===== config.mk =====
export PLATFORM = sky130hd
export DESIGN_NAME = srw_ram
export DESIGN_NICKNAME = d
export VERILOG_FILES = /design/src/rtl/srw_ram.sv
export SDC_FILE = /design/constraint.sdc
export NUM_CORES = 1
export LEC_CHECK = 0
export ABC_CLOCK_PERIOD_IN_PS = 2170
export BUFFER_PORTS_ARGS = -buffer_cell sky130_fd_sc_hd__buf_4
export CELL_PAD_IN_SITES_DETAIL_PLACEMENT = 1
export CELL_PAD_IN_SITES_GLOBAL_PLACEMENT = 1
export CORE_ASPECT_RATIO = 1.1
export CORE_MARGIN = 2
export CORE_UTILIZATION = 39
export CTS_BUF_LIST = sky130_fd_sc_hd__clkbuf_8
export DETAILED_ROUTE_END_ITERATION = 8
export HOLD_SLACK_MARGIN = 0.06
export PLACE_DENSITY_LB_ADDON = 0.3
export SETUP_SLACK_MARGIN = 0.15
export SLEW_MARGIN = 30
export SYNTH_ARGS = -nofsm -noshare
export SYNTH_HDL_FRONTEND = slang
export SYNTH_SLANG_ARGS = --single-unit

===== constraint.sdc =====
create_clock -name i_clk -period 2.17 [get_ports i_clk]
set_input_delay 0.217 -clock i_clk [delete_from_list [all_inputs] [get_ports i_clk]]
set_output_delay 0.217 -clock i_clk [all_outputs]
set_load 0.01 [all_outputs]

===== src/rtl/srw_ram.sv =====
// Generic simple dual-port RAM: one write port, one read port, registered read.
module srw_ram #(
    parameter int WIDTH = 8,
    parameter int DEPTH = 16
) (
    input  logic                     i_clk,
    input  logic                     i_we,
    input  logic [$clog2(DEPTH)-1:0] i_waddr,
    input  logic [WIDTH-1:0]         i_wdata,
    input  logic [$clog2(DEPTH)-1:0] i_raddr,
    output logic [WIDTH-1:0]         o_rdata
);

    logic [WIDTH-1:0] r_mem [DEPTH];
    logic [WIDTH-1:0] r_rdata;

    // Write and registered read
    always_ff @(posedge i_clk) begin
        if (i_we) begin
            r_mem[i_waddr] <= i_wdata;
        end
        r_rdata <= r_mem[i_raddr];
    end

    assign o_rdata = r_rdata;

endmodule


==> out/metrics.csv <==
stage,metric,value,unit
outcome,status,"complete, no violations",
clock_network,cts_max_level,4,
setup_path,cp-end-kind,flop,
power,power_switching,1.049,mW
timing,rsz0062_at_grt,false,
floorplan,die_area,0.01413,mm^2
global_routing,track_usage,15.23,%
cells_and_area,finalNetCount,300,
setup_path,path_class,flop to flop,
cells_and_area,final_cell_mix,"128 x edfxtp_1, 43 x buf_4, 18 x mux4_2",
power,power_density,887.7,mW/mm^2
logic_synthesis,ys_ff_latch,136,
power,sequentialPowerShare,55.3,%
clock_network,hold_buffers,0,
setup_path,cp.required,2.48,ns
power,worst_ir_drop_vdd,0.3464,mV
cells_and_area,syn2layout_area_growth,16.72,%
clock_network,cts_root_buf,clkbuf_8,
drt,routed_wl,9.943,mm
job,maxCapViolations,0,
place,place.gp.congestion,0.7084,
setup_path,start_kind,flop,
clock_network,clk_path_buf_depth,2,
cells_and_area,regArea,0.004004,mm^2
timing,whs,0.09496,ns
place,dp.cells,424,
clock_network,clkTransAtPathRegs,0.07,ns
logic_synthesis,synth_warnings,0,
power,clkPwrFrac,39.2,%
timing,worst_slew_pin_slew,0.4551,ns
drt,drt_pass1_iterations,6,
power,p_int,4.285,mW
global_routing,grt_pass1_wl,15.39,mm
timing,hold_viol_final,0,
timing,fin_tns_setup,0,ns
setup_path,cp.arrival,1.66,ns
global_routing,grt-ovfl-total,0,
setup_path,r2r.worst_path.cells,3,
global_routing,grt_start_max_net_pins,33,
clock_network,post_cts_buffers,0,
cells_and_area,fin_util,46.05,%
drt,drcViolationCount,0,
place,place_hpwl,6.464,mm
clock_network,worst_skew_pair.late_latency,0.42,ns
worst_hold_path,worstHoldPathType,input port to flop,
logic_synthesis,synth_nets,247,
logic_synthesis,avgSynthCellArea,22.48,um^2
timing,drv_slew,0,
logic_synthesis,synth.cell_area,0.005147,mm^2
cells_and_area,drive_above_1_share,29.83,%
logic_synthesis,netlist_instances,229,
clock_network,cts_resized,0,
floorplan,io_pins,26,
place,post-place-ws,0.5043,ns
drt,ant_nets,0,
global_routing,grt_pass1_vias,2579,
timing,timing.fmax,740.6,MHz
logic_synthesis,synth_cell_type_count,19,
power,combPwrFrac,5.5,%
place,port_buffers,25,
floorplan,start_util,39.45,%
logic_synthesis,seq_area_frac_synth,77.78,%
power,sw_frac_of_total,19.66,%
clock_network,tritoncts,done,
floorplan,core_area,0.01305,mm^2
timing,finalCriticalPeriod,1.350,ns
drt,vias,2397,
timing,clock_skew,0.008224,ns
drt,avgViaCountPerCell,5.257,
drt,routedWlPerCell,21.80,um
cells_and_area,finalNonFillerCells,456,
floorplan,rows,44,
power,leakagePower,2.037,nW
cells_and_area,final_common_cell,edfxtp_1,
cells_and_area,antenna_cells,0,
clock_network,cts.sinks,136,
setup_path,critPathMaxFanout,1,
clock_network,cts_inserted_buffers,17,
worst_hold_path,holdPathStages,1,
timing,fin_crit_sh,62.22,%
timing,maxSlewHeadroom,69.66,%
timing,setup_ws,0.8198,ns
timing,setup_viol,0,
floorplan,die_h,124.5,um
drt,drtIter0Drc,98,
cells_and_area,multi_input_area,0.001057,mm^2
floorplan,die_x,113.5,um
cells_and_area,fillers,1218,
global_routing,antenna_found_initial,0,
-- metrics by stage --
step | cell area (um^2) | power (mW)
after floorplan | 5147 | 3.161
after CTS | 6008 | 5.394
after global routing | 6008 | 5.521
after global placement | 5605 | 3.297
after detailed placement | 5605 | 3.307
final | 6008 | 5.333
-- cells by family after synthesis --
| logic type | after synthesis | share of synthesized area, % |
|---|---|---|
| compound gates | 16 | 2.334 |
| buf+inv | 10 | 1.677 |
| flops | 136 | 77.78 |
| mux | 32 | 15.02 |
| simple gates | 35 | 3.184 |
-- state kept, by name, indices dropped and copies added (netlist names) --
| signal | count |
|---|---|
| o_rdata | 8 |
| r_mem | 128 |
-- synth_stat cells (all sizes together) --
library cell,count,area (um^2)
edfxtp,128,3844
mux4,32,773.2
a22oi,16,120.1
nor2,13,48.80
nand2,9,33.78
dfxtp,8,160.2
buf,7,56.30
nor3,4,20.02
clkdlybuf4s25,3,30.03
nand2b,2,12.51
nand3b,2,15.01
and2,1,6.260
and2b,1,7.510
nand3,1,5.000
nor2b,1,6.260
or3b,1,8.760
-- layer usage --
layer  up-vias  global-route usage, %  wire [um]
li1       1075                      -          -
met1      1254                  19.81       4217
met3        12                  4.039        378
met2        56                  24.69       5208
met4         0                  5.667        139
met5         -                      0          0
-- layout make-up --
cell class              count  area share, %
multi-input cells          83          17.60
clock buffers              17          3.894
repair buffers             44          5.706
flip-flops and latches    136          66.64
well taps                 161          3.353
clock inverters            15          2.811
-- path summary, 6_finish.rpt --
check                                   from     endpoint  slack, ns
worst max-delay path             r_mem[6][3]   o_rdata[3]       0.82
worst min-delay path              i_wdata[2]  r_mem[0][2]       0.09
worst max register to register   r_mem[6][3]   o_rdata[3]       0.82
worst min register to register  r_mem[14][3]   o_rdata[3]       0.68
-- worst max-delay path, cell delays in order, from the launching register on --
cell      delay [ns]
edfxtp_1        0.39
mux4_1          0.54
a22oi_1         0.23
nand2_1         0.08
-- power by group through the flow --
| stage | sequential, mW | clock, mW | combinational [mW] |
|---|---|---|---|
| after floorplan | 3.01 | 0 | 0.149 |
| after global placement | 3.00 | 0 | 0.292 |
| after detailed placement | 3.01 | 0 | 0.299 |
| after CTS | 2.95 | 2.14 | 0.300 |
| after global routing | 2.95 | 2.25 | 0.320 |
| final | 2.95 | 2.09 | 0.293 |
Power figures use the tool's default switching activity.
